$ cat src/hfp_pkg.sv
// Shared types, codes and character helpers for the hex frame parser.
// No dependencies; used by every module of the block.
package hfp_pkg;

   localparam int unsigned CharWidth        = 8;
   localparam int unsigned NibWidth         = 4;
   localparam int unsigned CsrDataWidth     = 32;
   localparam int unsigned CsrAddrWidth     = 3;
   localparam int unsigned QueueDepthDefault = 2;

   localparam logic [CharWidth-1:0] StarChar      = 8'h2A;
   localparam logic [CharWidth-1:0] StartCharReset = 8'h4C;   // 'L'

   // register word index within the csr space
   localparam logic RegStartChar = 1'b0;

   typedef enum logic [1:0] {
      EV_NONE   = 2'd0,
      EV_BEGIN  = 2'd1,
      EV_DATA   = 2'd2,
      EV_COMMIT = 2'd3
   } ev_type;

   typedef enum logic [2:0] {
      PH_IDLE  = 3'b001,
      PH_DATA  = 3'b010,
      PH_CHECK = 3'b100
   } phase_type;

   // classified character, as it travels from front to back
   typedef struct packed {
      logic [CharWidth-1:0] code;
      logic [NibWidth-1:0]  nib;
      logic                 is_hex;
      logic                 is_star;
      logic                 is_start;
   } cls_type;

   // upper case hex only; lower case letters are not digits
   function automatic logic is_hex_char(input logic [CharWidth-1:0] c);
      is_hex_char = ((c >= 8'h30) && (c <= 8'h39)) || ((c >= 8'h41) && (c <= 8'h46));
   endfunction

   function automatic logic [NibWidth-1:0] hex_nib(input logic [CharWidth-1:0] c);
      logic [CharWidth-1:0] v;
      if (c <= 8'h39) begin
         v = c - 8'h30;
      end else begin
         v = c - 8'h37;
      end
      hex_nib = v[NibWidth-1:0];
   endfunction

endpackage

$ cat src/hfp_front.sv
// Front stage: takes characters and classifies them into one registered beat.
// Depends on hfp_pkg.
module hfp_front (
   input  logic                       clock,
   input  logic                       reset,
   input  logic                       req_valid,
   output logic                       req_stall,
   input  logic [hfp_pkg::CharWidth-1:0] req_rx_char,
   input  logic [hfp_pkg::CharWidth-1:0] start_char,
   output logic                       dn_valid,
   input  logic                       dn_stall,
   output hfp_pkg::cls_type           dn_beat
);
   import hfp_pkg::*;

   logic    valid_ff, valid_in;
   cls_type beat_ff, beat_in;
   logic    take;

   assign req_stall = valid_ff && dn_stall;
   assign take      = req_valid && !req_stall;

   always_comb begin
      beat_in.code     = req_rx_char;
      beat_in.nib      = hex_nib(req_rx_char);
      beat_in.is_hex   = is_hex_char(req_rx_char);
      beat_in.is_star  = (req_rx_char == StarChar);
      // the user must change start_char only while idle; not enforced here
      beat_in.is_start = (req_rx_char == start_char);
      valid_in = valid_ff;
      if (take) begin
         valid_in = 1'b1;
      end else if (!dn_stall) begin
         valid_in = 1'b0;
      end
   end

   always_ff @(posedge clock) begin
      if (reset) begin
         valid_ff <= 1'b0;
      end else begin
         valid_ff <= valid_in;
      end
   end

   always_ff @(posedge clock) begin
      if (take) begin
         beat_ff <= beat_in;
      end
   end

   assign dn_valid = valid_ff;
   assign dn_beat  = beat_ff;

endmodule

$ cat src/hfp_queue.sv
// Short FIFO of classified beats between front and back.
// Depends on hfp_pkg.
module hfp_queue #(
   parameter int unsigned DEPTH = hfp_pkg::QueueDepthDefault
) (
   input  logic             clock,
   input  logic             reset,
   input  logic             in_valid,
   output logic             in_stall,
   input  hfp_pkg::cls_type in_beat,
   output logic             out_valid,
   input  logic             out_stall,
   output hfp_pkg::cls_type out_beat
);
   import hfp_pkg::*;

   localparam int unsigned PtrWidth = (DEPTH > 1) ? $clog2(DEPTH) : 1;
   localparam int unsigned CntWidth = $clog2(DEPTH + 1);
   localparam logic [PtrWidth-1:0] LastPtr = PtrWidth'(DEPTH - 1);
   localparam logic [CntWidth-1:0] FullCnt = CntWidth'(DEPTH);

   cls_type             slot_ff [DEPTH];
   logic [PtrWidth-1:0] wr_ptr_ff, wr_ptr_in;
   logic [PtrWidth-1:0] rd_ptr_ff, rd_ptr_in;
   logic [CntWidth-1:0] count_ff, count_in;
   logic                push, pop;

   assign in_stall  = (count_ff == FullCnt);
   assign out_valid = (count_ff != '0);
   assign push      = in_valid && !in_stall;
   assign pop       = out_valid && !out_stall;
   assign out_beat  = slot_ff[rd_ptr_ff];

   always_comb begin
      wr_ptr_in = wr_ptr_ff;
      rd_ptr_in = rd_ptr_ff;
      count_in  = count_ff;
      if (push) begin
         wr_ptr_in = (wr_ptr_ff == LastPtr) ? '0 : wr_ptr_ff + 1'b1;
      end
      if (pop) begin
         rd_ptr_in = (rd_ptr_ff == LastPtr) ? '0 : rd_ptr_ff + 1'b1;
      end
      if (push && !pop) begin
         count_in = count_ff + 1'b1;
      end else if (pop && !push) begin
         count_in = count_ff - 1'b1;
      end
   end

   always_ff @(posedge clock) begin
      if (reset) begin
         wr_ptr_ff <= '0;
         rd_ptr_ff <= '0;
         count_ff  <= '0;
      end else begin
         wr_ptr_ff <= wr_ptr_in;
         rd_ptr_ff <= rd_ptr_in;
         count_ff  <= count_in;
      end
   end

   always_ff @(posedge clock) begin
      if (push) begin
         slot_ff[wr_ptr_ff] <= in_beat;
      end
   end

endmodule

$ cat src/hfp_back.sv
// Back stage: frame state machine, checksum and the registered result beat.
// Depends on hfp_pkg.
module hfp_back (
   input  logic                          clock,
   input  logic                          reset,
   input  logic                          q_valid,
   output logic                          q_stall,
   input  hfp_pkg::cls_type              q_beat,
   output logic                          rsp_valid,
   input  logic                          rsp_stall,
   output logic [1:0]                    rsp_event_res,
   output logic [hfp_pkg::CharWidth-1:0] rsp_data_byte
);
   import hfp_pkg::*;

   phase_type            phase_ff, phase_in;
   logic [NibWidth-1:0]  high_ff, high_in;
   logic                 have_high_ff, have_high_in;
   logic [CharWidth-1:0] sum_ff, sum_in;
   logic                 out_valid_ff, out_valid_in;
   ev_type               ev_ff, ev_in;
   logic [CharWidth-1:0] byte_ff, byte_in;
   logic                 fire;
   logic [CharWidth-1:0] pair;

   // output register frees up as soon as its beat is taken
   assign q_stall = out_valid_ff && rsp_stall;
   assign fire    = q_valid && !q_stall;
   assign pair    = {high_ff, q_beat.nib};

   always_comb begin
      phase_in     = phase_ff;
      high_in      = high_ff;
      have_high_in = have_high_ff;
      sum_in       = sum_ff;
      ev_in        = EV_NONE;
      byte_in      = '0;
      out_valid_in = out_valid_ff && rsp_stall;
      if (fire) begin
         out_valid_in = 1'b1;
         unique case (phase_ff)
            PH_DATA: begin
               if (q_beat.is_star) begin
                  have_high_in = 1'b0;
                  phase_in     = PH_CHECK;
               end else if (!q_beat.is_hex) begin
                  phase_in = PH_IDLE;
               end else begin
                  if (have_high_ff) begin
                     byte_in      = pair;
                     ev_in        = EV_DATA;
                     have_high_in = 1'b0;
                  end else begin
                     high_in      = q_beat.nib;
                     have_high_in = 1'b1;
                  end
                  sum_in = sum_ff + q_beat.code;
               end
            end
            PH_CHECK: begin
               if (!q_beat.is_hex) begin
                  phase_in = PH_IDLE;
               end else if (!have_high_ff) begin
                  high_in      = q_beat.nib;
                  have_high_in = 1'b1;
               end else begin
                  have_high_in = 1'b0;
                  if (pair == sum_ff) begin
                     ev_in = EV_COMMIT;
                  end
                  phase_in = PH_IDLE;
               end
            end
            default: begin
               phase_in = PH_IDLE;
               if (q_beat.is_start) begin
                  have_high_in = 1'b0;
                  high_in      = '0;
                  sum_in       = '0;
                  phase_in     = PH_DATA;
                  ev_in        = EV_BEGIN;
               end
            end
         endcase
      end
   end

   always_ff @(posedge clock) begin
      if (reset) begin
         phase_ff     <= PH_IDLE;
         high_ff      <= '0;
         have_high_ff <= 1'b0;
         sum_ff       <= '0;
         out_valid_ff <= 1'b0;
      end else begin
         phase_ff     <= phase_in;
         high_ff      <= high_in;
         have_high_ff <= have_high_in;
         sum_ff       <= sum_in;
         out_valid_ff <= out_valid_in;
      end
   end

   always_ff @(posedge clock) begin
      if (fire) begin
         ev_ff   <= ev_in;
         byte_ff <= byte_in;
      end
   end

   assign rsp_valid     = out_valid_ff;
   assign rsp_event_res = ev_ff;
   assign rsp_data_byte = byte_ff;

endmodule

$ cat src/hex_frame_parser_with_checksum.sv
// Top level of the ASCII hex frame parser: csr register, front, queue, back.
// Depends on hfp_pkg, hfp_front, hfp_queue and hfp_back.

// One character per beat in, exactly one result beat out per character
// (event none, begin, data byte or checksum commit). Characters can be
// accepted every clock while nothing stalls; a character's result is
// registered in turn in the front register, a queue slot and the output
// register before it shows on the result port.
// The queue of QUEUE_DEPTH beats lets the input keep flowing for a while when
// the result side stalls. start_char sits at csr byte address 0 and resets
// to 'L'; write it only while the parser holds no beats in flight.
module hex_frame_parser_with_checksum #(
   parameter int unsigned QUEUE_DEPTH = hfp_pkg::QueueDepthDefault
) (
   input  logic                             clock,
   input  logic                             reset,
   input  logic                             req_valid,
   output logic                             req_stall,
   input  logic [hfp_pkg::CharWidth-1:0]    req_rx_char,
   output logic                             rsp_valid,
   input  logic                             rsp_stall,
   output logic [1:0]                       rsp_event_res,
   output logic [hfp_pkg::CharWidth-1:0]    rsp_data_byte,
   input  logic                             csr_psel,
   input  logic                             csr_penable,
   input  logic                             csr_pwrite,
   input  logic [hfp_pkg::CsrAddrWidth-1:0] csr_paddr,
   input  logic [hfp_pkg::CsrDataWidth-1:0] csr_pwdata,
   output logic [hfp_pkg::CsrDataWidth-1:0] csr_prdata,
   output logic                             csr_pready
);
   import hfp_pkg::*;

   logic [CharWidth-1:0] start_char_ff, start_char_in;
   logic                 csr_wr;
   logic                 f_valid, f_stall;
   cls_type              f_beat;
   logic                 q_valid, q_stall;
   cls_type              q_beat;

   assign csr_pready = 1'b1;
   assign csr_wr     = csr_psel && csr_penable && csr_pwrite && csr_pready;

   always_comb begin
      start_char_in = start_char_ff;
      if (csr_wr && (csr_paddr[2] == RegStartChar)) begin
         start_char_in = csr_pwdata[CharWidth-1:0];
      end
   end

   always_ff @(posedge clock) begin
      if (reset) begin
         start_char_ff <= StartCharReset;
      end else begin
         start_char_ff <= start_char_in;
      end
   end

   assign csr_prdata = (csr_paddr[2] == RegStartChar)
                     ? {{(CsrDataWidth-CharWidth){1'b0}}, start_char_ff}
                     : '0;

   hfp_front u_front (
      .clock       (clock),
      .reset       (reset),
      .req_valid   (req_valid),
      .req_stall   (req_stall),
      .req_rx_char (req_rx_char),
      .start_char  (start_char_ff),
      .dn_valid    (f_valid),
      .dn_stall    (f_stall),
      .dn_beat     (f_beat)
   );

   hfp_queue #(
      .DEPTH (QUEUE_DEPTH)
   ) u_queue (
      .clock     (clock),
      .reset     (reset),
      .in_valid  (f_valid),
      .in_stall  (f_stall),
      .in_beat   (f_beat),
      .out_valid (q_valid),
      .out_stall (q_stall),
      .out_beat  (q_beat)
   );

   hfp_back u_back (
      .clock         (clock),
      .reset         (reset),
      .q_valid       (q_valid),
      .q_stall       (q_stall),
      .q_beat        (q_beat),
      .rsp_valid     (rsp_valid),
      .rsp_stall     (rsp_stall),
      .rsp_event_res (rsp_event_res),
      .rsp_data_byte (rsp_data_byte)
   );

endmodule

$ cat config.mk
export PLATFORM = sky130hd
export DESIGN_NAME = hex_frame_parser_with_checksum
export DESIGN_NICKNAME = d
export VERILOG_FILES = /design/src/hfp_pkg.sv /design/src/hfp_front.sv /design/src/hfp_queue.sv /design/src/hfp_back.sv /design/src/hex_frame_parser_with_checksum.sv
export SDC_FILE = /design/constraint.sdc
export NUM_CORES = 1
export LEC_CHECK = 0
export ABC_AREA = 0
export BUFFER_PORTS_ARGS = -buffer_cell sky130_fd_sc_hd__buf_2
export CELL_PAD_IN_SITES_DETAIL_PLACEMENT = 1
export CELL_PAD_IN_SITES_GLOBAL_PLACEMENT = 1
export CORE_UTILIZATION = 42
export DETAILED_ROUTE_END_ITERATION = 10
export PLACE_DENSITY = 0.77
export RECOVER_POWER = 100
export SETUP_SLACK_MARGIN = 0.15
export SLEW_MARGIN = 20
export SYNTH_ARGS = -nofsm -noshare
export SYNTH_HDL_FRONTEND = slang
export SYNTH_SLANG_ARGS = --single-unit
$ cat constraint.sdc
create_clock -name clock -period 3.2 [get_ports clock]
set_input_delay 0.16 -clock clock [delete_from_list [all_inputs] [get_ports clock]]
set_output_delay 0.16 -clock clock [all_outputs]
set_load 0.02 [all_outputs]
==> results_tabular.tex <==
\begin{tabular}{lr}
\hline
Metric & Value \\
\hline
\multicolumn{2}{l}{\textbf{Outcome}} \\
\quad Run status & finished, final reports clean \\
\multicolumn{2}{l}{\textbf{Critical path}} \\
\quad Register-to-Register Path Depth & 6 \\
\quad Worst path max stage delay & 0.55 ns \\
\quad Endpoint class of the critical path & register \\
\quad Worst Path Max Fanout & 13 \\
\quad End of the worst register-to-register path & u\_back.sum\_ff[4]\$\_SDFFE\_PP0P\_ \\
\quad WP data required & 3.44 ns \\
\quad Cell breakdown of the critical path & buf\_4, mux2\_1, nor3\_1, o21ai\_0, nor2b\_1, a22o\_1 \\
\quad Stages on the worst setup path & 6 \\
\quad Crit start category & register \\
\quad Cell class contributing the biggest share of worst-path delay & simple AND/OR/NAND/NOR gates \\
\quad Worst Setup EP & u\_back.sum\_ff[4]\$\_SDFFE\_PP0P\_ \\
\quad Number of buffer and inverter instances along the worst setup path & 1 \\
\quad Reg-to-reg slack, setup & 0.68 ns \\
\quad CP Class & register to register \\
\quad Critical path's slowest cell & sky130\_fd\_sc\_hd\_\_nor3\_1 \\
\quad Arrival @ worst endpoint & 2.76 ns \\
\multicolumn{2}{l}{\textbf{Timing}} \\
\quad Worst slew margin relative to its limit & 0.440 \\
\quad Total count of max-transition violations in the final report & 0 \\
\quad Total setup violations reported at the end of the flow & 0 \\
\quad Total negative slack & 0 ns \\
\quad Actual slew at the worst max-slew pin & 0.840 ns \\
\quad Final worst path period need & 2.52 ns \\
\quad Final number of hold-violating endpoints & 0 \\
\quad Post-Route Skew & 0.0140 ns \\
\quad Setup repair after global routing missed its margin & false \\
\quad Post-route fraction of the period consumed by the critical path & 0.788 \\
\quad Maximum frequency from static timing analysis & 396 MHz \\
\multicolumn{2}{l}{\textbf{Synthesis}} \\
\quad Number of standard cells after synthesis & 354 \\
\quad Share of the synthesized area in the top cell type & 0.399 \\
\quad Count of flip-flops with a built-in enable after synthesis & 55 \\
\quad Mean instance size in the synthesized netlist & 11.7 sq um \\
\quad Largest cells by area after synthesis & sky130\_fd\_sc\_hd\_\_edfxtp\_1, sky130\_fd\_sc\_hd\_\_dfxtp\_1, sky130\_fd\_sc\_hd\_\_buf\_4 \\
\quad Cell variety after synth & 56 \\
\quad Mapped Area & 0.00414 sq mm \\
\quad Sequential-to-total area share from yosys stat & 0.549 \\
\quad Cell type with the highest aggregate area in the netlist & sky130\_fd\_sc\_hd\_\_edfxtp\_1 \\
\quad Primary FF master, synth & sky130\_fd\_sc\_hd\_\_edfxtp\_1 \\
\quad Async S/R FF share, synth & 0 \\
\quad Post-synthesis register bit count & 86 \\
\quad YS warnings & 0 \\
\multicolumn{2}{l}{\textbf{CTS}} \\
\quad Clock input transition at the sequential cells of the worst setup and hold paths & 0.09 ns \\
\quad CTS Root Buffer Type & sky130\_fd\_sc\_hd\_\_clkbuf\_8 \\
\quad Count of H-tree levels built during CTS & 3 \\
\quad CTS tree & yes \\
\quad Post-CTS repair timing setup buffer count & 0 \\
\quad Clock buffers created by TritonCTS & 9 \\
\quad Clk Latency, worst-skew pair & 0.36 ns \\
\quad Number of clock sinks seen by CTS & 86 \\
\quad CTS Buffer Depth & 2 \\
\multicolumn{2}{l}{\textbf{Run}} \\
\quad Count of max-cap constraint violations & 0 \\
\multicolumn{2}{l}{\textbf{Power and ir drop}} \\
\quad Power density of the placed cells & 641 mW/mm\^{}2 \\
\quad Static leakage & 1.71 nW \\
\quad Logic pwr share & 0.227 \\
\quad Proportion of power drawn by the clock network & 0.282 \\
\quad Switching power of the nets & 0.000917 W \\
\quad Cell Int Power & 0.00198 W \\
\quad Switching share of power & 0.316 \\
\quad Sequential share of power & 0.492 \\
\quad Worst voltage drop across the vdd grid & 215 uV \\
\multicolumn{2}{l}{\textbf{Die}} \\
\quad Core region area & 0.00942 sq mm \\
\quad Height of the chip & 101 um \\
\quad Io pins & 95 \\
\quad Area of the die & 0.0103 sq mm \\
\quad Die Span X & 101 um \\
\quad Initial core utilization & 0.440 \\
\quad Std cell rows & 35 \\
\multicolumn{2}{l}{\textbf{Routing}} \\
\quad Vias/cell & 5.01 \\
\quad TritonRoute pass-1 iters & 5 \\
\quad Routed wire length per instance & 15.2 um \\
\quad Antenna violation net count after detailed routing & 0 \\
\quad Overall routed net length & 8.11 mm \\
\quad Via Count & 2,680 \\
\quad 1st-iter DRT viols & 54 \\
\quad Total DRC errors in the routed layout & 0 \\
\multicolumn{2}{l}{\textbf{Cells and area}} \\
\quad Layout cells sized above 1 & 0.111 \\
\quad Footprint of the flip-flops and latches & 0.00227 sq mm \\
\quad Final nets & 465 \\
\quad Relative area change from synthesis to final layout & 9.34\% \\
\quad Filler instances & 1,064 \\
\quad Antenna fix cells & 0 \\
\quad Commonest cells after routing, fill and taps aside & sky130\_fd\_sc\_hd\_\_edfxtp\_1, sky130\_fd\_sc\_hd\_\_nand2\_1, sky130\_fd\_sc\_hd\_\_clkbuf\_1, sky130\_fd\_sc\_hd\_\_dfxtp\_1 \\
\quad Area occupied by multi-input gates & 0.00164 sq mm \\
\quad Count of non-filler cells in the finished layout & 535 \\
\quad Most common cell after layout, fill and taps aside & sky130\_fd\_sc\_hd\_\_edfxtp\_1 \\
\multicolumn{2}{l}{\textbf{Place}} \\
\quad Placed cell count & 518 \\
\quad Post-DP HPWL & 5.82 mm \\
\quad Global placement routability congestion & 0.786 \\
\quad Count of buffers inserted at the top-level ports & 43 \\
\multicolumn{2}{l}{\textbf{Global route}} \\
\quad Wire length of the first global-routing pass & 13.1 mm \\
\quad Total track usage & 0.168 \\
\quad Grt ovf & 0 \\
\quad Pin count of the biggest net entering global routing & 29 \\
\quad Number of antenna violations at the first check in global routing & 0 \\
\quad Via count of the first global-routing pass & 2,748 \\
\multicolumn{2}{l}{\textbf{Min path}} \\
\quad Hold/Removal Path Class & input pin to register \\
\quad Worst hold path depth & 3 \\
\hline
\end{tabular}
## layer usage
metal,wire length [um],up-vias,GRT usage
met2,4150,74,0.308
li1,-,1311,-
met1,3420,1283,0.181
met4,165,0,0.0769
met5,0,-,0
met3,374,12,0.0442
## flip-flops by register name, summed over array words and instances, names as in the netlist, named ones only
register / count
u_back.high_ff: 4
u_front.dn_valid: 1
u_queue.wr_ptr_ff: 1
u_back.sum_ff: 8
u_front.dn_beat: 15
u_back.phase_ff: 3
u_queue.count_ff: 2
u_back.rsp_data_byte: 8
u_back.have_high_ff: 1
u_back.rsp_event_res: 2
u_queue.rd_ptr_ff: 1
u_queue.slot_ff: 30
u_back.rsp_valid: 1
start_char_ff: 8
## tightest hold or removal path: stages
cell                       delay, ns
sky130_fd_sc_hd__buf_2          0.08
sky130_fd_sc_hd__nand2_1        0.04
sky130_fd_sc_hd__nand3b_1       0.07
## how the worst min path moves through the flow
stage | startpoint | end | slack (ns)
3_5_place_dp | csr_pwdata[2] | start_char_ff[2]$_SDFFE_PP1P_ | 0.38
3_3_place_gp | csr_pwdata[2] | start_char_ff[2]$_SDFFE_PP1P_ | 0.37
4_1_cts | csr_pwdata[3] | start_char_ff[3]$_SDFFE_PP1P_ | 0.004
5_1_grt | csr_pwdata[0] | start_char_ff[0]$_SDFFE_PP0P_ | 0.03
2_1_floorplan | req_rx_char[3] | u_front.dn_beat[10]$_DFFE_PP_ | 0.26
6_report | csr_pwdata[6] | start_char_ff[6]$_SDFFE_PP1P_ | 0.02
## layout make-up
| class | instances | share of cell area |
|---|---|---|
| Clock buffer | 11 | 0.0337 |
| Clock inverter | 5 | 0.0144 |
| Inverter | 9 | 0.00746 |
| Tap cell | 129 | 0.0356 |
| Timing Repair Buffer | 47 | 0.0450 |
| Sequential cell | 86 | 0.502 |
| Multi-Input combinational cell | 248 | 0.362 |
## cell families after synthesis
| family | count (synthesis) | synth area share |
|---|---|---|
| multiplexers | 18 | 0.0471 |
| adder cells (fa/ha/maj) | 14 | 0.0441 |
| other | 2 | 0.00181 |
| flip-flops | 86 | 0.549 |
| AND/OR/NAND/NOR | 109 | 0.141 |
| XOR/XNOR | 28 | 0.0592 |
| buffers and inverters | 43 | 0.0677 |
| AO/OA/AOI/OAI | 54 | 0.0903 |
## power by group through the flow
stage	registers (W)	clock network (W)	logic, W
finish	0.00143	0.000817	0.000657
detailed placement	0.00145	0	0.000701
CTS	0.00143	0.000845	0.000711
global route	0.00145	0.000879	0.000724
global placement	0.00144	0	0.000680
floorplan	0.00149	0	0.000501
## Yosys cell counts, drive strengths merged, types with 5 or more instances
| master | count |
|---|---|
| a21oi | 16 |
| a22o | 7 |
| and3 | 6 |
| buf | 30 |
| dfxtp | 31 |
| edfxtp | 55 |
| ha | 13 |
| inv | 9 |
| mux2 | 9 |
| mux2i | 9 |
| nand2 | 34 |
| nand4 | 5 |
| nor2 | 25 |
| nor2b | 11 |
| o21ai | 9 |
| or3 | 5 |
| xnor2 | 20 |
| xor2 | 8 |
## what timing repair did
action                    CTS  global route
resized for setup           0             0
hold buffers                1             0
hold endpoints to repair    1             0
## per-stage QoR
step	instance area [sq um]	utilization	power [W]	worst slack, ns	hold slack (ns)
4_1_cts	4610	0.489	0.00298	0.821	0.00387
2_1_floorplan	4230	-	0.00199	0.694	0.259
6_report	4530	0.481	0.00290	0.678	0.0229
5_1_grt	4530	0.481	0.00305	0.480	0.0252
3_3_place_gp	4380	0.465	0.00212	0.852	0.375
3_5_place_dp	4380	0.465	0.00215	0.842	0.382
No activity file was read; power rests on OpenSTA's default activity.
